--- config.mk ---
export PLATFORM = sky130hd
export DESIGN_NAME = dual_mode_frame_crc16
export DESIGN_NICKNAME = d
export VERILOG_FILES = /design/src/rtl/dmcrc16_pkg.sv /design/src/rtl/dual_mode_frame_crc16.sv
export SDC_FILE = /design/constraint.sdc
export NUM_CORES = 1
export LEC_CHECK = 0
export ABC_CLOCK_PERIOD_IN_PS = 2500
export BUFFER_PORTS_ARGS = -buffer_cell sky130_fd_sc_hd__buf_2
export CORE_AREA = 2 2 100 102
export CTS_CLUSTER_DIAMETER = 120
export CTS_CLUSTER_SIZE = 20
export DETAILED_ROUTE_END_ITERATION = 8
export DIE_AREA = 0 0 102 104
export PLACE_DENSITY = 0.76
export SLEW_MARGIN = 5
export SYNTH_ARGS = -nofsm -noshare
export SYNTH_HDL_FRONTEND = slang
export SYNTH_SLANG_ARGS = --single-unit
--- constraint.sdc ---
create_clock -name clk -period 2.5 [get_ports clk]
set_clock_uncertainty 0.05 [all_clocks]
set_input_delay 0.5 -clock clk [delete_from_list [all_inputs] [get_ports clk]]
set_output_delay 0.5 -clock clk [all_outputs]
set_load 0.05 [all_outputs]
--- src/rtl/dmcrc16_pkg.sv ---
// Package for the dual-mode frame CRC-16 block: register indexes, CRC constants
// and the byte-wide CRC update functions.
// No dependencies.
package dmcrc16_pkg;

  // Configuration register indexes.
  localparam logic CFG_PROTOCOL_MODE = 1'b0;
  localparam logic CFG_CHECK_MODE    = 1'b1;

  // CRC constants.
  localparam logic [15:0] POLY_REFLECTED = 16'hA001;
  localparam logic [15:0] POLY_CCITT     = 16'h1021;
  localparam logic [15:0] INIT_REFLECTED = 16'hFFFF;
  localparam logic [15:0] INIT_CCITT     = 16'h0000;
  localparam logic [15:0] MSB_MASK       = 16'h8000;
  localparam logic [15:0] LSB_MASK       = 16'h0001;

  // Reflected CRC update of one byte, LSB first.
  function automatic logic [15:0] upd_reflected(input logic [15:0] c, input logic [7:0] b);
    logic [15:0] x;
    x = c ^ {8'h00, b};
    for (int k = 0; k < 8; k++) begin
      if ((x & LSB_MASK) != 16'h0000) begin
        x = (x >> 1) ^ POLY_REFLECTED;
      end else begin
        x = x >> 1;
      end
    end
    return x;
  endfunction

  // CCITT CRC update of one byte, MSB first.
  function automatic logic [15:0] upd_ccitt(input logic [15:0] c, input logic [7:0] b);
    logic [15:0] x;
    x = c ^ {b, 8'h00};
    for (int k = 0; k < 8; k++) begin
      if ((x & MSB_MASK) != 16'h0000) begin
        x = (x << 1) ^ POLY_CCITT;
      end else begin
        x = x << 1;
      end
    end
    return x;
  endfunction

endpackage

--- src/rtl/dual_mode_frame_crc16.sv ---
// Top level of the dual-mode frame CRC-16 block: byte stream in, one CRC result
// per frame out. Depends on dmcrc16_pkg.
//
// Usage:
//   The slave stream carries one frame byte per transaction in s_axis_tdata, with
//   s_axis_tlast on the final byte of the frame. On that final byte one result
//   transaction leaves on the master stream: the CRC word in m_axis_tdata[15:0]
//   and the match flag in m_axis_tdata[16]. Other bytes produce no result.
//   Protocol mode 0 is the reflected CRC (0xA001, init 0xFFFF); mode 1 is CCITT
//   0x1021 over byte pairs, second byte first, with a byte-swapped result.
//   In check mode the final two bytes of a frame pass through a two-byte delay
//   and are compared with the CRC of the bytes before them.
//   The byte-wide CRC update (two updates for a CCITT pair) sits between the input
//   port and the CRC and result registers, so a byte is accepted every cycle and
//   a result appears in the cycle after its last byte. The single result register
//   limits the rate only while it is full and not taken: s_axis_tready is then
//   low until the receiver takes the result.
//   Reset clears both mode registers and the result and restarts the frame state.
//   A configuration write restarts the frame state with the new mode.
module dual_mode_frame_crc16 (
  input  logic        clk,
  input  logic        rst,
  // Input byte stream.
  input  logic        s_axis_tvalid,
  output logic        s_axis_tready,
  input  logic [7:0]  s_axis_tdata,   // [7:0] data_byte
  input  logic        s_axis_tlast,   // last_byte
  // Result stream.
  output logic        m_axis_tvalid,
  input  logic        m_axis_tready,
  output logic [23:0] m_axis_tdata,   // [15:0] crc_word, [16] crc_match, [23:17] zero
  // Configuration write port.
  input  logic        cfg_we,
  input  logic        cfg_index,
  input  logic        cfg_data
);

  // Mode registers.
  logic protocol_mode;
  logic check_mode;

  // Frame state.
  logic [15:0] crc_register;
  logic [7:0]  pair_hold_byte;
  logic        pair_phase;
  logic [7:0]  tail_delay0;
  logic [7:0]  tail_delay1;
  logic [1:0]  byte_count;

  // Result register.
  logic [15:0] crc_word;
  logic        crc_match;

  logic s_fire;
  logic m_fire;

  // Combinational byte update.
  logic        feed_en;
  logic [7:0]  feed_byte;
  logic [15:0] crc_next;
  logic [7:0]  pair_hold_byte_next;
  logic        pair_phase_next;
  logic [15:0] final_word;
  logic [15:0] recv_word;
  logic        match_next;
  logic [1:0]  byte_count_next;

  assign s_axis_tready = !m_axis_tvalid || m_axis_tready;
  assign s_fire        = s_axis_tvalid && s_axis_tready;
  assign m_fire        = m_axis_tvalid && m_axis_tready;
  assign m_axis_tdata  = {7'b0000000, crc_match, crc_word};

  // Feed the byte into the CRC, either directly or through the tail delay.
  always_comb begin
    feed_en             = !check_mode || (byte_count >= 2'd2);
    feed_byte           = check_mode ? tail_delay0 : s_axis_tdata;
    crc_next            = crc_register;
    pair_hold_byte_next = pair_hold_byte;
    pair_phase_next     = pair_phase;
    if (feed_en) begin
      if (!protocol_mode) begin
        crc_next = dmcrc16_pkg::upd_reflected(crc_register, feed_byte);
      end else if (!pair_phase) begin
        pair_hold_byte_next = feed_byte;
        pair_phase_next     = 1'b1;
      end else begin
        crc_next = dmcrc16_pkg::upd_ccitt(
                     dmcrc16_pkg::upd_ccitt(crc_register, feed_byte), pair_hold_byte);
        pair_phase_next = 1'b0;
      end
    end
    final_word      = protocol_mode ? {crc_next[7:0], crc_next[15:8]} : crc_next;
    recv_word       = {s_axis_tdata, tail_delay1};
    match_next      = check_mode && (byte_count >= 2'd2) && (recv_word == final_word);
    byte_count_next = (byte_count == 2'd3) ? byte_count : byte_count + 2'd1;
  end

  // Mode registers and frame state.
  always_ff @(posedge clk) begin
    if (rst) begin
      protocol_mode  <= 1'b0;
      check_mode     <= 1'b0;
      crc_register   <= dmcrc16_pkg::INIT_REFLECTED;
      pair_hold_byte <= 8'h00;
      pair_phase     <= 1'b0;
      tail_delay0    <= 8'h00;
      tail_delay1    <= 8'h00;
      byte_count     <= 2'd0;
    end else if (cfg_we) begin
      // A write restarts the frame with the initial value of the new mode.
      case (cfg_index)
        dmcrc16_pkg::CFG_PROTOCOL_MODE: begin
          protocol_mode <= cfg_data;
          crc_register  <= cfg_data ? dmcrc16_pkg::INIT_CCITT : dmcrc16_pkg::INIT_REFLECTED;
        end
        dmcrc16_pkg::CFG_CHECK_MODE: begin
          check_mode   <= cfg_data;
          crc_register <= protocol_mode ? dmcrc16_pkg::INIT_CCITT
                                        : dmcrc16_pkg::INIT_REFLECTED;
        end
        default: begin
          crc_register <= crc_register;
        end
      endcase
      pair_hold_byte <= 8'h00;
      pair_phase     <= 1'b0;
      tail_delay0    <= 8'h00;
      tail_delay1    <= 8'h00;
      byte_count     <= 2'd0;
    end else if (s_fire) begin
      if (s_axis_tlast) begin
        crc_register   <= protocol_mode ? dmcrc16_pkg::INIT_CCITT
                                        : dmcrc16_pkg::INIT_REFLECTED;
        pair_hold_byte <= 8'h00;
        pair_phase     <= 1'b0;
        tail_delay0    <= 8'h00;
        tail_delay1    <= 8'h00;
        byte_count     <= 2'd0;
      end else begin
        crc_register   <= crc_next;
        pair_hold_byte <= pair_hold_byte_next;
        pair_phase     <= pair_phase_next;
        tail_delay0    <= check_mode ? tail_delay1 : tail_delay0;
        tail_delay1    <= check_mode ? s_axis_tdata : tail_delay1;
        byte_count     <= byte_count_next;
      end
    end
  end

  // Result register valid flag.
  always_ff @(posedge clk) begin
    if (rst) begin
      m_axis_tvalid <= 1'b0;
    end else if (s_fire && s_axis_tlast) begin
      m_axis_tvalid <= 1'b1;
    end else if (m_fire) begin
      m_axis_tvalid <= 1'b0;
    end
  end

  // Result payload, loaded on the last byte of a frame.
  always_ff @(posedge clk) begin
    if (rst) begin
      crc_word  <= 16'h0000;
      crc_match <= 1'b0;
    end else if (s_fire && s_axis_tlast) begin
      crc_word  <= final_word;
      crc_match <= match_next;
    end
  end

  // A last byte always leaves a result waiting in the next cycle.
  a_last_gives_result: assert property (@(posedge clk) disable iff (rst)
    (s_fire && s_axis_tlast) |=> m_axis_tvalid)
    else $error("last byte accepted without a result");

  // A byte that is not the last never creates a result.
  a_no_spurious_result: assert property (@(posedge clk) disable iff (rst)
    (s_fire && !s_axis_tlast && !m_axis_tvalid) |=> !m_axis_tvalid)
    else $error("result raised by a non-last byte");

  // Frame state is back at its start after a frame ends.
  a_frame_restart: assert property (@(posedge clk) disable iff (rst)
    (s_fire && s_axis_tlast) |=> (byte_count == 2'd0 && !pair_phase))
    else $error("frame state not cleared after last byte");

  // The pair phase is only used by the CCITT mode.
  a_pair_phase_mode: assert property (@(posedge clk) disable iff (rst)
    !protocol_mode |-> !pair_phase)
    else $error("pair phase set in reflected mode");

endmodule
Word level (Yosys, flattened, before mapping)
Index checks and enable logic that the tools add are counted.
{ "word_totals": {"out_inout_bits": 26, "reg_bits": 63, "inputBits": 16, "word_cells": 176} }
{ "classes": {"bitwise_logic": 28, "reduce_logical": 21, "n_mux": 110, "add_sub_neg": 1, "eq_ne": 4, "order_cmp": 1} }
{ "ops": {"columns": ["operator", "n"], "rows": [
  ["16-bit two-way mux", 76],
  ["13-bit two-way mux", 16],
  ["8-bit two-way mux", 9],
  ["3-bit NOT", 16],
  ["16-bit one-hot mux with 2 select lines", 1],
  ["16-bit bitwise XOR", 2],
  ["2-bit NOT with 3-bit output", 8],
  ["16-bit == test", 1],
  ["16-bit by 8-bit bitwise XOR with 16-bit output", 1],
  ["2-bit nonzero test", 5],
  ["2-bit AND reduction", 4],
  ["1-bit two-way mux", 6],
  ["1-bit logical AND", 5],
  ["2-bit two-way mux", 2],
  ["2-bit inequality test, second input constant", 2],
  ["4-bit AND reduction", 1],
  ["3-bit AND reduction", 1],
  ["2-bit by 1-bit adder with 2-bit output, second input constant", 1],
  ["2-bit == test, second input constant", 1],
  ["2-bit >= comparator, second input constant", 1],
  ["1-bit logical NOT", 2],
  ["1-bit logical OR", 2],
  ["2-bit OR reduction", 1],
  ["1-bit NOT", 1]
]} }

Logic depth before layout (Yosys ltp)
{ "logic_depth": {"ltp_word": 86, "ltp_mapped": 13, "mapped_depth_nobuf": 11} }

Worst setup path after synthesis
Ideal clock, no wire load.
{ "synth_timing": {"path_type": "reg-to-reg", "start": "register check_mode", "end": "register crc_match", "t_required_ns": 2.381, "path_slack_ns": -0.265, "path_stages_with_launch": 11, "arrival_ns": 2.646, "n_path_buf": 1, "setup_ns": 0.069, "period_less_slack_ns": 2.765, "cell_sequence": "dfxtp_1 > buf_6 > mux2i_2 > xnor2_1 > xnor3_1 > xor3_2 > mux2i_1 > nand4_1 > a221oi_2 > o2111ai_1 > o21ai_1"} }
{ "synth_between": {"elab_chain_cells": 69, "word_cells_on_any_way": 119, "classes_between": "eq/ne: 1; mux: 88; bitwise: 26; reduce/logical: 4"} }
{ "synth_rtl": {"columns": ["element", "line_no", "text"], "rows": [
  ["from (decl)", "dual_mode_frame_crc16.sv:40", "logic check_mode;"],
  ["from (signal assigned)", "dual_mode_frame_crc16.sv:117", "check_mode <= cfg_data;"],
  ["8-bit two-way mux", "dual_mode_frame_crc16.sv:76", "feed_byte = check_mode ? tail_delay0 : s_axis_tdata;"],
  ["16-bit bitwise XOR", "dmcrc16_pkg.sv:35", "x = c ^ {b, 8'h00};"],
  ["13-bit two-way mux, or another cell as far along", "dmcrc16_pkg.sv:37", "if ((x & MSB_MASK) != 16'h0000) begin"],
  ["16-bit two-way mux, or another cell as far along", "dual_mode_frame_crc16.sv:83", "end else if (!pair_phase) begin"],
  ["16-bit two-way mux (on tied branches)", "dual_mode_frame_crc16.sv:81, dual_mode_frame_crc16.sv:80, dual_mode_frame_crc16.sv:83", null],
  ["16-bit two-way mux, or another cell as far along", "dual_mode_frame_crc16.sv:80", "if (feed_en) begin"],
  ["13-bit two-way mux, or another cell as far along", "dmcrc16_pkg.sv:37", null],
  ["16-bit two-way mux, or another cell as far along", "dual_mode_frame_crc16.sv:83", null],
  ["(+53 left out)", null, null],
  ["16-bit two-way mux, or another cell as far along", "dual_mode_frame_crc16.sv:80", null],
  ["13-bit two-way mux / 16-bit two-way mux (equally long branches)", "dmcrc16_pkg.sv:37, dual_mode_frame_crc16.sv:80", null],
  ["16-bit two-way mux", "dual_mode_frame_crc16.sv:83", null],
  ["16-bit two-way mux", "dual_mode_frame_crc16.sv:81", "if (!protocol_mode) begin"],
  ["16-bit two-way mux", "dual_mode_frame_crc16.sv:80", null],
  ["16-bit two-way mux", "dual_mode_frame_crc16.sv:92", "final_word = protocol_mode ? {crc_next[7:0], crc_next[15:8]} : crc_next;"],
  ["16-bit == test", "dual_mode_frame_crc16.sv:94", "match_next = check_mode && (byte_count >= 2'd2) && (recv_word == final_word);"],
  ["1-bit logical AND (*)", "dual_mode_frame_crc16.sv:94", null],
  ["to (signal assigned)", "dual_mode_frame_crc16.sv:168", "crc_match <= match_next;"],
  ["to (decl)", "dual_mode_frame_crc16.sv:52", "logic crc_match;"]
]} }
Every way passes the cells marked *; elsewhere a longest branch is shown, timed or not. The select of a mux whose other input is x is not followed.
A chain may end at the register's enable or synchronous reset.

Worst setup path after layout
Same ends and word-level chain as after synthesis.

==> results.toml <==
[status]
status = "finished, violations left"
violations = "negative setup slack"

[clocking]
clockBufferDepth = 2
root_buffer = "clkbuf_8"
cts.reportedPaths.clkPinSlew_ps = 80
h-tree-depth = 3
cts_buffers = 9
clk_latency_ps = 360
cts.sinks = 63
cts_tree = "yes"

[critical_path]
path_depth = 14
critical_path_class = "reg2reg"
crit_family = "compound AO/OA/AOI/OAI gates"
cp_slowest_stage_delay_ps = 390
crit_path_frequent_cell = "buf_4"
cp.arrival_ps = 3310
end_kind = "register"
crit_chain = "buf_8 -> mux2i_4 -> buf_6 -> xnor2_2 -> buf_4 -> xnor2_4 -> buf_4 -> nor4b_2 -> a221oi_1 -> buf_4 -> a32oi_2 -> o211ai_1 -> a211o_1 -> o21ai_1"
cp_slowest_cell = "dfxtp_4"
r2r_slack_ps = -560
crit_start = "check_mode"
required_ps = 2750
critPathCapture = "crc_match"
worstReg2RegStart = "check_mode"
crit_buf_inv = 5
reg2reg_depth = 14
cp_max_fo = 3
start_kind = "register"
r2r_end = "crc_match"

[min_path]
hp-class = "in2reg"

[power]
p_int_mw = 3.46
irDropWorstVdd_mv = 0.446
switching_share_pct = 40.0
p_clk_share_pct = 17.2
p_sw_mw = 2.31
leakage_nw = 3.42
seqPwrFrac_pct = 19.5
p_comb_share_pct = 63.3
p_per_area_nw_per_um2 = 745

[layout]
area.growth.synth_to_final_pct = 51.5
drive_gt1_share_pct = 45.0
seqCellArea_um2 = 1260
stdcell_area_um2 = 7740
multi_input_area_um2 = 4130
nFillCells = 610
diodes = 0
nets = 824
postLayoutCoreUtil_pct = 81.1

[yosys]
ys.flop_type = "dfxtp_1"
synth_compound_area_share_pct = 23.9
synth-xor-area-share_pct = 23.4
synth_top_family_by_area = "compound AO/OA/AOI/OAI gates"
avgSynthCellArea_um2 = 8.38
yosys.area_share.simple_pct = 16.3
yosysSeqAreaShare_pct = 24.7
synthCells = 610
ys_types = 71
post_synth_instance_area_um2 = 5110
yosys_warnings = 0
synthMuxAreaShare_pct = 4.43
yosys.area_share.adder_pct = 0.490
synth_edf_count = 0
ys_ff_latch = 63
async_flop_share_pct = 0

[die]
die_width_um = 102
start_util_pct = 53.5
dieArea_um2 = 10600
die_y_um = 104
core_area_um2 = 9550
io_pins = 42
rows = 36

[detailed_routing]
dr_total_vias = 5872
vias_per_cell = 6.22
drt-initial-drc-count = 698
post-route-drc-count = 0
totalWireLength_um = 22800
drt_first_pass_iters = 6
antenna_left = 0
avgRoutedWirePerCell_um = 24.1

[timing]
worstMarginPinSlew_ps = 666
slew_headroom_pct = 55.6
rsz0062_at_grt = "true"
hold_viol = 0
fmax_mhz = 327
drv_slew = 0
finalCriticalPeriod_ps = 3060
setup_viol = 24
period_share_pct = 122
setup_ws_ps = -561

[placed_design]
portBuffers = 34
place_congestion = 1.08
pre_cts_slack_ps = -658
dp_hpwl_um = 16400
dpl_cell_area_um2 = 6650

[job]
cap_violations = 0

[global_route]
antenna_found_initial = 0
track_usage_pct = 42.2
grt_pass1_wl_um = 33000
grt_pass1_vias = 5726
grt.overflow.total = 0
grt_max_degree = 38
-- routing by layer --
metal | vias to the layer above | part of all wire, % | track usage (%)
met2 | 417 | 45 | 63.5
met3 | 93 | 12 | 13.7
li1 | 2570 | - | -
met1 | 2792 | 37 | 54.2
met4 | 0 | 5.5 | 20.2
met5 | - | 0 | 0
-- synth_stat cells, types with 4 or more instances --
library cell,instances,share of area (%)
a211oi_1,13,1.9
a21o_1,5,0.73
a21oi_1,39,3.8
a221oi_1,6,1.0
a22oi_1,18,2.6
a31oi_1,10,1.2
buf_1,7,0.51
buf_4,8,1.2
clkbuf_1,39,2.9
dfxtp_1,63,25
inv_1,16,1.2
mux2i_1,7,1.4
mux2i_2,4,1.1
mux2i_4,4,1.8
nand2_1,36,2.6
nand2b_1,17,2.1
nand3_1,8,0.78
nor2_1,83,6.1
nor3_1,18,1.8
nor4_1,4,0.49
o211ai_1,8,1.2
o21ai_0,21,2.1
o21ai_1,7,0.69
o22ai_1,20,2.4
xnor2_1,39,6.7
xnor2_2,7,2.2
xnor3_1,17,7.5
xor2_1,16,2.7
xor3_1,4,1.9
-- power groups by stage --
stage	Combinational (mW)	Clock, mW	Sequential [mW]
after global placement	2.66	0	1.14
final	3.65	0.993	1.13
after CTS	3.18	0.974	1.12
after global routing	3.77	1.01	1.13
after floorplan	1.46	0	1.20
after detailed placement	2.68	0	1.14
-- registers in the layout (all words and copies together), names as in the netlist --
| name | flops |
|---|---|
| byte_count | 2 |
| check_mode | 1 |
| crc_match | 1 |
| crc_register | 16 |
| crc_word | 16 |
| m_axis_tvalid | 1 |
| pair_hold_byte | 8 |
| pair_phase | 1 |
| protocol_mode | 1 |
| tail_delay0 | 8 |
| tail_delay1 | 8 |
-- kinds of logic after synthesis --
logic type,after synthesis
xor+xnor,88
mux,16
compound gates,181
flops,63
other cells,1
buf+inv,76
simple gates,183
fa+ha+maj,2
-- worst min-delay path by stage --
stage | cells after the start | startpoint | slack, ps | to
after global routing | 3 | cfg_data | 400 | protocol_mode
after CTS | 3 | cfg_data | 390 | protocol_mode
final | 3 | cfg_data | 390 | protocol_mode
after floorplan | 2 | crc_match | 400 | crc_match
after detailed placement | 2 | crc_word[8] | 400 | crc_word[8]
after global placement | 2 | crc_word[8] | 390 | crc_word[8]
-- placed cells by master (no fill, tap or decap), drive strengths merged, types with 4 or more instances in the layout --
cell type	Yosys	routed
buf	20	238
nor2	83	83
dfxtp	63	63
xnor2	47	47
a21oi	39	39
nand2	36	36
o21ai	28	28
o22ai	20	20
xnor3	20	20
nor3	18	18
a22oi	18	18
inv	16	17
nand2b	17	17
xor2	16	16
mux2i	15	15
a211oi	13	13
clkbuf	39	10
a31oi	10	10
o211ai	8	8
nand3	8	8
conb	1	7
a221oi	7	7
a21o	5	5
xor3	5	5
nor4	4	4
clkinvlp	0	4
a311oi	4	4
-- stage by stage --
step	hold slack (ps)	TNS [ps]	cells	total power, mW
floorplan	404	-440	616	2.66
global placement	393	-6360	901	3.79
detailed placement	395	-7730	901	3.82
CTS	391	-4510	931	5.27
global route	404	-8090	944	5.91
finish	389	-6110	944	5.77
-- worst min-delay path: cells and delay by family --
family	cells	cell delay [ps]
AO/OA/AOI/OAI	1	80
buffers and inverters	1	100
AND/OR/NAND/NOR	1	90
-- area by class of cell --
cell class / instances / area share [%]
Timing Repair Buffer: 238 / 24.7
Inverter: 17 / 0.824
Sequential cell: 63 / 16.3
Tap cell: 133 / 2.15
Multi-Input combinational cell: 477 / 53.3
Clock buffer: 10 / 1.78
Clock inverter: 6 / 0.889
-- timing repair --
item                       in CTS  in global routing
setup endpoints to repair      29                 31
pin swaps                      43                 24
gates resized for setup        78                 60
setup buffers                  19                 15
hold buffers                    0                  0
Note: power is estimated with default switching activity, not from simulation.
